$ cat config.mk
export PLATFORM = sky130hd
export DESIGN_NAME = three_axis_window_statistics_core
export DESIGN_NICKNAME = d
export VERILOG_FILES = /design/src/hdl/tws_pkg.sv /design/src/hdl/three_axis_window_statistics_core.sv /design/src/hdl/tws_ram.sv /design/src/hdl/tws_divider.sv
export SDC_FILE = /design/constraint.sdc
export NUM_CORES = 2
export LEC_CHECK = 0
export BUFFER_PORTS_ARGS = -buffer_cell sky130_fd_sc_hd__buf_2
export CORE_AREA = 3 3 418 420
export CTS_CLUSTER_SIZE = 28
export DETAILED_ROUTE_END_ITERATION = 8
export DIE_AREA = 0 0 421 423
export GPL_TIMING_DRIVEN = 0
export PLACE_DENSITY_LB_ADDON = 0.05
export SLEW_MARGIN = 20
export SYNTH_ARGS = -nofsm -noshare
export SYNTH_HDL_FRONTEND = slang
export SYNTH_SLANG_ARGS = --single-unit
$ cat constraint.sdc
create_clock -name clk -period 13.7 [get_ports clk]
set_input_delay 0.685 -clock clk [delete_from_list [all_inputs] [get_ports clk]]
set_output_delay 0.685 -clock clk [all_outputs]
set_load 0.05 [all_outputs]
$ cat src/hdl/tws_pkg.sv
// ----------------------------------------------------------------------------
// tws_pkg: shared types and constants of the window statistics core
// Field widths, command codes and the packed layout of one result transaction.
// ----------------------------------------------------------------------------
package tws_pkg;

  localparam int RAW_W    = 16;
  localparam int VAL_W    = 17;
  localparam int OFF_W    = 18;
  localparam int NUM_AXES = 3;
  localparam int MODE_W   = 2;

  // Command codes carried in tuser; the spare code behaves as a plain sample
  localparam logic [MODE_W-1:0] MODE_SAMPLE = 2'd0;
  localparam logic [MODE_W-1:0] MODE_WINDOW = 2'd1;
  localparam logic [MODE_W-1:0] MODE_ZERO   = 2'd2;

  // One result transaction, value_x in the lowest bits
  typedef struct packed {
    logic signed [VAL_W-1:0] mean_z;
    logic signed [VAL_W-1:0] max_z;
    logic signed [VAL_W-1:0] min_z;
    logic signed [VAL_W-1:0] mean_y;
    logic signed [VAL_W-1:0] max_y;
    logic signed [VAL_W-1:0] min_y;
    logic signed [VAL_W-1:0] mean_x;
    logic signed [VAL_W-1:0] max_x;
    logic signed [VAL_W-1:0] min_x;
    logic signed [VAL_W-1:0] value_z;
    logic signed [VAL_W-1:0] value_y;
    logic signed [VAL_W-1:0] value_x;
  } result_t;

  localparam int RESULT_W = $bits(result_t);
  localparam int OUT_W    = ((RESULT_W + 7) / 8) * 8;
  localparam int IN_W     = NUM_AXES * RAW_W;

endpackage

$ cat src/hdl/three_axis_window_statistics_core.sv
// ----------------------------------------------------------------------------
// three_axis_window_statistics_core: per-axis offset, sliding window statistics
// Offset correction with 17-bit saturation, window store, min/max/mean.
// ----------------------------------------------------------------------------
// Takes one three-axis sample per transaction and returns one result with the
// corrected values and the held min, max and truncated mean of each axis.
// A sample or zero command passes from the idle state to the finish state, where
// it waits for the output register to be free. A window sample also passes the
// write, walk and divide states: the walk reads one window row per cycle through
// the single read port of the store, over the fill entries present after the
// write, and one shared serial divider then forms the three means one after
// another. The input is accepted
// only while the sequencer is idle; a finished result waits in the output
// register without holding back the next input. The window store needs no
// clearing after reset, since only rows already written are read.
module three_axis_window_statistics_core
  import tws_pkg::*;
#(
  parameter int WINDOW_DEPTH = 16
) (
  input  logic              clk,
  input  logic              rst,
  input  logic              s_axis_tvalid,
  output logic              s_axis_tready,
  input  logic [IN_W-1:0]   s_axis_tdata,   // raw_x, raw_y, raw_z
  input  logic [MODE_W-1:0] s_axis_tuser,   // mode
  output logic              m_axis_tvalid,
  input  logic              m_axis_tready,
  output logic [OUT_W-1:0]  m_axis_tdata    // value_x/y/z, min/max/mean x, y, z
);

  localparam int AW    = (WINDOW_DEPTH > 1) ? $clog2(WINDOW_DEPTH) : 1;
  localparam int FW    = $clog2(WINDOW_DEPTH + 1);
  localparam int SW    = VAL_W + FW;
  localparam int ROW_W = NUM_AXES * VAL_W;
  localparam int SAT_W = OFF_W + 1;

  typedef enum logic [4:0] {
    ST_IDLE   = 5'b00001,
    ST_WRITE  = 5'b00010,
    ST_WALK   = 5'b00100,
    ST_DIVIDE = 5'b01000,
    ST_FINISH = 5'b10000
  } state_t;

  state_t state;

  logic signed [OFF_W-1:0] offset   [NUM_AXES];
  logic signed [VAL_W-1:0] cur      [NUM_AXES];
  logic signed [VAL_W-1:0] corr     [NUM_AXES];
  logic signed [VAL_W-1:0] min_h    [NUM_AXES];
  logic signed [VAL_W-1:0] max_h    [NUM_AXES];
  logic signed [VAL_W-1:0] mean_h   [NUM_AXES];
  logic signed [SW-1:0]    sum      [NUM_AXES];
  logic signed [VAL_W-1:0] row_val  [NUM_AXES];

  logic [FW-1:0] fill;
  logic [AW-1:0] oldest;
  logic [FW-1:0] rd_idx;
  logic          rd_pend;
  logic          rd_first;
  logic [1:0]    axis;
  logic          div_go;
  logic          div_neg;
  logic          div_done;
  logic [SW-1:0] div_q;
  logic [SW-1:0] div_mag;
  logic signed [SW-1:0] div_signed;

  logic             full;
  logic             ram_we;
  logic [AW-1:0]    ram_waddr;
  logic [ROW_W-1:0] ram_wdata;
  logic [ROW_W-1:0] ram_rdata;
  logic             s_accept;
  logic             out_load;
  result_t          result;

  // Offset correction and saturation to 17 bits
  function automatic logic signed [VAL_W-1:0] sat_add(
    input logic signed [RAW_W-1:0] raw,
    input logic signed [OFF_W-1:0] off
  );
    logic signed [SAT_W-1:0] s;
    s = SAT_W'(raw) + SAT_W'(off);
    if (s < -(SAT_W'(1) <<< (VAL_W - 1))) begin
      sat_add = {1'b1, {(VAL_W-1){1'b0}}};
    end else if (s > (SAT_W'(1) <<< (VAL_W - 1)) - SAT_W'(1)) begin
      sat_add = {1'b0, {(VAL_W-1){1'b1}}};
    end else begin
      sat_add = s[VAL_W-1:0];
    end
  endfunction

  always_comb begin
    for (int a = 0; a < NUM_AXES; a++) begin
      corr[a]    = sat_add(s_axis_tdata[a*RAW_W +: RAW_W], offset[a]);
      row_val[a] = ram_rdata[a*VAL_W +: VAL_W];
    end
  end

  assign s_axis_tready = (state == ST_IDLE);
  assign s_accept      = s_axis_tvalid && s_axis_tready;
  assign out_load      = (state == ST_FINISH) && (!m_axis_tvalid || m_axis_tready);

  // Window store: one row holds the three axes of one sample
  assign full      = (fill == FW'(WINDOW_DEPTH));
  assign ram_we    = (state == ST_WRITE);
  assign ram_waddr = full ? oldest : fill[AW-1:0];
  assign ram_wdata = {cur[2], cur[1], cur[0]};

  tws_ram #(
    .WIDTH (ROW_W),
    .DEPTH (WINDOW_DEPTH)
  ) u_store (
    .clk   (clk),
    .we    (ram_we),
    .waddr (ram_waddr),
    .wdata (ram_wdata),
    .raddr (rd_idx[AW-1:0]),
    .rdata (ram_rdata)
  );

  // Shared divider for the three means
  assign div_mag = sum[axis][SW-1] ? SW'(-sum[axis]) : SW'(sum[axis]);

  tws_divider #(
    .DW (SW),
    .VW (FW)
  ) u_div (
    .clk      (clk),
    .rst      (rst),
    .start    (div_go),
    .dividend (div_mag),
    .divisor  (fill),
    .done     (div_done),
    .quotient (div_q)
  );

  assign div_signed = div_neg ? -$signed(div_q) : $signed(div_q);

  // Sequencer and architectural state
  always_ff @(posedge clk) begin
    if (rst) begin
      state  <= ST_IDLE;
      fill   <= '0;
      oldest <= '0;
      rd_idx <= '0;
      rd_pend <= 1'b0;
      div_go <= 1'b0;
      axis   <= '0;
      for (int a = 0; a < NUM_AXES; a++) begin
        offset[a] <= '0;
        cur[a]    <= '0;
        min_h[a]  <= '0;
        max_h[a]  <= '0;
        mean_h[a] <= '0;
      end
    end else begin
      unique case (state)
        ST_IDLE: begin
          if (s_accept) begin
            if (s_axis_tuser == MODE_ZERO) begin
              for (int a = 0; a < NUM_AXES; a++) begin
                offset[a] <= -OFF_W'(cur[a]);
              end
              state <= ST_FINISH;
            end else begin
              for (int a = 0; a < NUM_AXES; a++) begin
                cur[a] <= corr[a];
              end
              state <= (s_axis_tuser == MODE_WINDOW) ? ST_WRITE : ST_FINISH;
            end
          end
        end
        ST_WRITE: begin
          // Overwrite the oldest row once full, else append
          if (full) begin
            oldest <= (oldest == AW'(WINDOW_DEPTH - 1)) ? '0 : oldest + 1'b1;
          end else begin
            fill <= fill + 1'b1;
          end
          rd_idx  <= '0;
          rd_pend <= 1'b0;
          state   <= ST_WALK;
        end
        ST_WALK: begin
          // Present rows always sit at addresses 0 .. fill-1
          if (rd_idx != fill) begin
            rd_idx  <= rd_idx + 1'b1;
            rd_pend <= 1'b1;
          end else begin
            rd_pend <= 1'b0;
          end
          if (rd_pend) begin
            for (int a = 0; a < NUM_AXES; a++) begin
              if (rd_first || row_val[a] < min_h[a]) min_h[a] <= row_val[a];
              if (rd_first || row_val[a] > max_h[a]) max_h[a] <= row_val[a];
            end
          end
          if (rd_idx == fill && !rd_pend) begin
            axis   <= '0;
            div_go <= 1'b1;
            state  <= ST_DIVIDE;
          end
        end
        ST_DIVIDE: begin
          div_go <= 1'b0;
          if (div_done) begin
            mean_h[axis] <= div_signed[VAL_W-1:0];
            if (axis == 2'(NUM_AXES - 1)) begin
              state <= ST_FINISH;
            end else begin
              axis   <= axis + 1'b1;
              div_go <= 1'b1;
            end
          end
        end
        ST_FINISH: begin
          if (out_load) begin
            state <= ST_IDLE;
          end
        end
        default: begin
          state <= ST_IDLE;
        end
      endcase
    end
  end

  // Running sums and first-row flag of the walk, and sign of the divided sum
  always_ff @(posedge clk) begin
    if (state == ST_WRITE) begin
      rd_first <= 1'b1;
    end else if (state == ST_WALK && rd_pend) begin
      rd_first <= 1'b0;
      for (int a = 0; a < NUM_AXES; a++) begin
        sum[a] <= (rd_first ? '0 : sum[a]) + SW'(row_val[a]);
      end
    end
    if (div_go) begin
      div_neg <= sum[axis][SW-1];
    end
  end

  // Result assembly
  always_comb begin
    result.value_x = cur[0];
    result.value_y = cur[1];
    result.value_z = cur[2];
    result.min_x   = min_h[0];
    result.max_x   = max_h[0];
    result.mean_x  = mean_h[0];
    result.min_y   = min_h[1];
    result.max_y   = max_h[1];
    result.mean_y  = mean_h[1];
    result.min_z   = min_h[2];
    result.max_z   = max_h[2];
    result.mean_z  = mean_h[2];
  end

  // Output register: hold until the transaction completes
  always_ff @(posedge clk) begin
    if (rst) begin
      m_axis_tvalid <= 1'b0;
    end else if (out_load) begin
      m_axis_tvalid <= 1'b1;
    end else if (m_axis_tready) begin
      m_axis_tvalid <= 1'b0;
    end
  end

  always_ff @(posedge clk) begin
    if (out_load) begin
      m_axis_tdata <= OUT_W'(result);
    end
  end

endmodule

$ cat src/hdl/tws_ram.sv
// ----------------------------------------------------------------------------
// tws_ram: generic simple dual-port RAM
// One write port and one read port with registered read data.
// ----------------------------------------------------------------------------
module tws_ram #(
  parameter int WIDTH = 8,
  parameter int DEPTH = 16,
  localparam int AW   = (DEPTH > 1) ? $clog2(DEPTH) : 1
) (
  input  logic             clk,
  input  logic             we,
  input  logic [AW-1:0]    waddr,
  input  logic [WIDTH-1:0] wdata,
  input  logic [AW-1:0]    raddr,
  output logic [WIDTH-1:0] rdata
);

  logic [WIDTH-1:0] mem [DEPTH];

  // Write and registered read
  always_ff @(posedge clk) begin
    if (we) begin
      mem[waddr] <= wdata;
    end
    rdata <= mem[raddr];
  end

endmodule

$ cat src/hdl/tws_divider.sv
// ----------------------------------------------------------------------------
// tws_divider: shared restoring divider
// Unsigned quotient, one bit per cycle; done pulses as the last quotient bit is shifted in.
// ----------------------------------------------------------------------------
module tws_divider #(
  parameter int DW = 24,
  parameter int VW = 8
) (
  input  logic          clk,
  input  logic          rst,
  input  logic          start,
  input  logic [DW-1:0] dividend,
  input  logic [VW-1:0] divisor,
  output logic          done,
  output logic [DW-1:0] quotient
);

  localparam int CW = $clog2(DW + 1);

  logic [VW-1:0] rem;
  logic [VW-1:0] dvs;
  logic [CW-1:0] cnt;
  logic          busy;
  logic [VW:0]   rem_shift;
  logic          fits;

  // Trial subtract of one quotient bit
  assign rem_shift = {rem, quotient[DW-1]};
  assign fits      = rem_shift >= {1'b0, dvs};

  // Control
  always_ff @(posedge clk) begin
    if (rst) begin
      busy <= 1'b0;
      done <= 1'b0;
      cnt  <= '0;
    end else begin
      done <= 1'b0;
      if (start) begin
        busy <= 1'b1;
        cnt  <= CW'(DW);
      end else if (busy) begin
        cnt <= cnt - 1'b1;
        if (cnt == CW'(1)) begin
          busy <= 1'b0;
          done <= 1'b1;
        end
      end
    end
  end

  // Remainder and quotient shift register
  always_ff @(posedge clk) begin
    if (start) begin
      rem      <= '0;
      dvs      <= divisor;
      quotient <= dividend;
    end else if (busy) begin
      rem      <= fits ? VW'(rem_shift - {1'b0, dvs}) : rem_shift[VW-1:0];
      quotient <= {quotient[DW-2:0], fits};
    end
  end

endmodule

**Yosys cells after proc, flatten, opt, wreduce, memory -nomap -nowiden**

Memory sizes are Yosys's and may differ from the RTL's. A register that Yosys moved wholly into a read port is not among the register bits.
Cells that the tools add are included.

- Equality and inequality tests: 20
- $lt $le $gt $ge: 13
- Reductions and logical operators: 26
- Bitwise operators: 14
- Multiplexer cells: 112
- $add $sub $neg: 17

Operators with widths:

| kind | count |
|---|---|
| 2-to-1 mux 17 bit | 17 |
| 2-to-1 mux 22 bit | 6 |
| adder 22 bit | 3 |
| 2-to-1 mux 1 bit | 62 |
| adder 16 x 18 -> 19 bit | 3 |
| greater-than comparator 19 x 17 -> 1 bit, second input constant | 3 |
| < comparator 19 x 17 -> 1 bit, second input constant | 3 |
| 2-to-1 mux 5 bit | 11 |
| 2-to-1 mux 18 bit | 3 |
| negator 17 -> 18 bit | 3 |
| greater-than comparator 17 bit | 3 |
| < comparator 17 bit | 3 |
| one-hot mux 5 bit (5 select lines) | 1 |
| negator 22 bit | 1 |
| negator 17 bit | 1 |
| OR reduction 17 bit | 1 |
| 2-to-1 mux 2 bit | 6 |
| bitwise OR 1 bit | 12 |
| adder 5 x 1 -> 5 bit, second input constant | 2 |
| equality test 5 x 1 -> 1 bit, second input constant | 2 |
| equality test 5 bit, second input constant | 2 |
| inequality test 2 bit, second input constant | 5 |
| one-hot mux 5 bit (2 select lines) | 1 |
| 2-to-1 mux 4 bit | 2 |
| 26 further kinds | 46 |

- Register bits after elaboration: 269
- Memories: 7
- Output and inout port bits: 210
- RAM bits: 1140

Memories:

| name | depth | bits a word | rd ports | clocked after memory_dff | wr ports | RTL line | RTL |
|---|---|---|---|---|---|---|---|
| u_store.mem | 16 | 51 | 1 | 1 | 1 | tws_ram.sv:18 | `logic [WIDTH-1:0] mem [DEPTH];` |
| sum | 3 | 22 | 4 | 1 | 3 | three_axis_window_statistics_core.sv:54 | `logic signed [SW-1:0] sum [NUM_AXES];` |
| offset | 3 | 18 | 3 | 0 | 3 | three_axis_window_statistics_core.sv:48 | `logic signed [OFF_W-1:0] offset [NUM_AXES];` |
| cur | 3 | 17 | 3 | 0 | 3 | three_axis_window_statistics_core.sv:49 | `logic signed [VAL_W-1:0] cur [NUM_AXES];` |
| max_h | 3 | 17 | 3 | 0 | 3 | three_axis_window_statistics_core.sv:52 | `logic signed [VAL_W-1:0] max_h [NUM_AXES];` |
| mean_h | 3 | 17 | 3 | 3 | 3 | three_axis_window_statistics_core.sv:53 | `logic signed [VAL_W-1:0] mean_h [NUM_AXES];` |
| 1 more memories | n/a | n/a | n/a | n/a | n/a | n/a |  |

**Logic depth before layout (Yosys ltp)**

An unclocked memory read counts as a cell.

- Word-level depth: 9
- Mapped depth: 15
- Depth with buffers taken out: 12

**Hierarchy**

A second synthesis with hierarchy kept.

- Cell total of the unflattened synthesis: 3969
- Area total of the unflattened synthesis: 62762.7 sq um

Modules (own cells, without submodules):

| module | area an instance (sq um) | cells each | sequential area each (sq um) | instances |
|---|---|---|---|---|
| tws_ram | 31611.6 | 1320 | 25524.5 | 1 |
| three_axis_window_statistics_core | 29304.4 | 2509 | 16425.8 | 1 |
| tws_divider | 1846.8 | 140 | 1051.0 | 1 |

**Worst setup path after synthesis**

Ideal clock, no wire load.

- Kind: input-to-reg
- Start point: input port m_axis_tready
- End point: register m_axis_tdata[0] (read register of cur) (enable)
- Arrival: 9.751 ns
- Buffers on the path: 0
- Stages: 2
- Slack: 3.156 ns
- Setup time: 0.793 ns
- Cell sequence: nand2b_1 -> nor2b_1

- Cells in the longest elaborated chain, start to end: 2

RTL lines:

| element | RTL line | RTL |
|---|---|---|
| start, declared | three_axis_window_statistics_core.sv:28 | `input logic m_axis_tready,` |
| logical OR 1 bit | three_axis_window_statistics_core.sv:104 | `assign out_load = (state == ST_FINISH) && (!m_axis_tvalid \|\| m_axis_tready);` |
| logical AND 1 bit | three_axis_window_statistics_core.sv:104 |  |
| net out_load | three_axis_window_statistics_core.sv:76 | `logic out_load;` |
| end, declared | three_axis_window_statistics_core.sv:29 | `output logic [OUT_W-1:0] m_axis_tdata` |

The timed path passes the listed nets, and every way through them passes these cells.
A chain may end at the register's enable or synchronous reset.

==> flow_summary.ini <==
[run_status]
status = complete, no violations

[route]
route.met2.wl_mm = 87.6
viasPerCell = 5.12
wl_per_cell_um = 25.4
met1Wirelength_mm = 77.9
dr_wl_met3_mm = 6.50
route.detailed.drc = 0
wirelength_mm = 175
top_layer_used = met4
initialDrtViolationCount = 2470
vias = 35300
firstDrtPassIters = 5
ant_nets = 0

[synth]
synth.area.top_cells = edfxtp_1 (65%), mux4_2 (9.1%), ha_1 (4.7%), dfxtp_1 (2.9%), a21oi_1 (1.9%)
synth-edff-count = 1372
yosys_warnings = 0
ys_ff_latch = 1462
netlist_top_cells_count = edfxtp_1 (1372), nor2_1 (256), mux4_2 (255)
seq_area_frac_synth = 0.681
synth_top_area_cell = edfxtp_1
yosysTopAreaCellShare = 0.653
synthArstFlopShare = 0
syn-cell-area_um2 = 63100
synth_cells = 3938
ys.flop_type = edfxtp_1
synth.most_common_cell = edfxtp_1
syn_area_per_cell_um2 = 16.0
synth.distinct_cells = 80

[sta]
worstMarginPinSlew_ps = 1210
max_slew_margin = 0.190
drv_slew = 0
layout_setup_ws_ps = 8580
finalHoldViolations = 0
fin_skew_ps = 29.3
grt_setup_unrepaired = no
min_period_ps = 5120
fin_crit_sh = 0.374
finalSetupTns_ps = 0
setup_viol = 0
max_freq_ghz = 0.195

[clock_network]
clockRootBuffer = clkbuf_16
clock_latency_ps = 810
cts_tree = built
cts_resized = 0
ctsHoldBuffers = 0
clock-sinks = 1462
path_clk_slew_ps = 60
post-cts-setup-buffers = 0
numCtsBuffers = 167
cts_buffer_depth = 3
htree_levels = 4

[layout]
design_area_um2 = 74500
drive_gt1_frac = 0.204
fin_nets = 4732
area_growth_pct = 18.0
fillerInstances = 15400

[grt]
grt_pass1_wl_mm = 256
grt_usage = 0.197
overflow = 0
antenna_found_initial = 13
grt_max_degree = 39
grt_pass1_vias = 36700

[worst_setup_path]
critPathMaxStageDelay_ps = 680
endpoint_kind = flip-flop
cp_cell_sequence = clkbuf_1 > clkbuf_1 > clkbuf_1 > nor2b_1 > ha_1 > inv_1 > fa_1 > nor2b_1 > o31a_1 > o31a_1 > o21ai_0 > a21oi_1 > and4_1 > o31a_1 > xor2_1
crit_required_ps = 14240
cp-start-kind = flip-flop
r2r_start = rd_first$_SDFFE_PP1P_
cpLargestDelayFamily = buffers and inverters
crit_type = reg2reg
critPathSlowestCell = clkbuf_1
cp_max_fo = 10
crit_buf_inv = 4
startpoint = rd_first$_SDFFE_PP1P_
crit_arrival_ps = 5660

[floorplan]
start_util = 0.368
die_h_um = 423
dieArea_um2 = 178000
rows = 152
die_w_um = 421
num_io_pins = 264
core_um2 = 171000

[placed_design]
dp_hpwl_mm = 126
placed_area_um2 = 69000
post-place-ws_ps = 8580
numPortBuffers = 259
gp_congestion = 0.814

[pwr]
power_mw = 10.5
powerDensity_nw_per_um2 = 141
p_leak_nw = 25.8
vdd_drop_max_v = 0.000129

[job]
max_cap_violations = 0

[hold_path]
hp-start = m_axis_tready
hp-class = in2reg
## area by class of cell
cell class                 count  area (um^2)  area share
buffer                       138          573     0.00769
multi-input combinational   2145        19000       0.256
clock inverter               100         1000      0.0134
clock buffer                 204         4440      0.0596
sequential                  1462        43000       0.577
tap                         2310         2890      0.0388
timing repair buffer         326         2800      0.0376
antenna                        3         7.51    0.000101
inverter                     196          738     0.00991
## placed cells by master, fill, tap and decap left out, drive strengths merged, types with 53 or more instances in the layout
cell,count
nand2,132
dfxtp,90
a21oi,247
ha,235
nor2b,83
edfxtp,1372
xor2,83
nor2,256
clkinv,74
a211oi,53
buf,354
o21ai,97
mux4,255
a21o,60
inv,203
xnor2,100
clkbuf,314
## power breakdown
part	leakage (nW)	switching [mW]	internal, mW
Clock	2.66	1.84	2.60
Combinational	9.55	0.530	0.303
Sequential	13.6	0.159	5.05
## stage by stage
stage / hold WS [ps] / instances / util
after floorplan: 400 / 3941 / -
after global placement: 402 / 6510 / 0.393
after detailed placement: 405 / 6577 / 0.403
after CTS: 187 / 6881 / 0.435
after global routing: 233 / 6881 / 0.435
final: 256 / 6884 / 0.435
## logic make-up after synthesis
kind of cell	after synthesis	share of synthesized area
compound gates	657	0.0665
mux	304	0.0991
flops	1462	0.681
simple gates	755	0.0588
xor+xnor	183	0.0254
other cells	1	0.0000594
buf+inv	334	0.0203
fa+ha+maj	242	0.0488
## per-layer routing
layer / GRT usage / vias up
met2: 0.339 / 691
met5: 0 / -
met1: 0.264 / 18000
li1: - / 16300
met4: 0.0458 / 0
met3: 0.0280 / 171
## flip-flops by register name (all words and copies together), names as in the netlist, 22 cells and up, named ones only
name	flops
min_h	51
u_store.rdata	51
cur	51
sum	66
offset	54
m_axis_tdata	204
max_h	51
u_store.mem	816
mean_h	51
u_div.quotient	22
## tightest hold or removal path, delay by kind of cell
kind	cells	cell delay, ps
buf+inv	1	80
compound gates	1	80
simple gates	1	140
## path summary, 6_finish.rpt
path	endpoint	slack, ps	cells past startpoint
hold reg to reg	m_axis_tdata[86]$_DFFE_PP_	410	0
setup reg to reg	sum[1][20]$_DFFE_PP_	8580	15
hold / removal	m_axis_tvalid$_SDFFE_PP0P_	260	3
setup / recovery	sum[1][20]$_DFFE_PP_	8580	15
No activity file was read; power rests on OpenSTA's default activity.
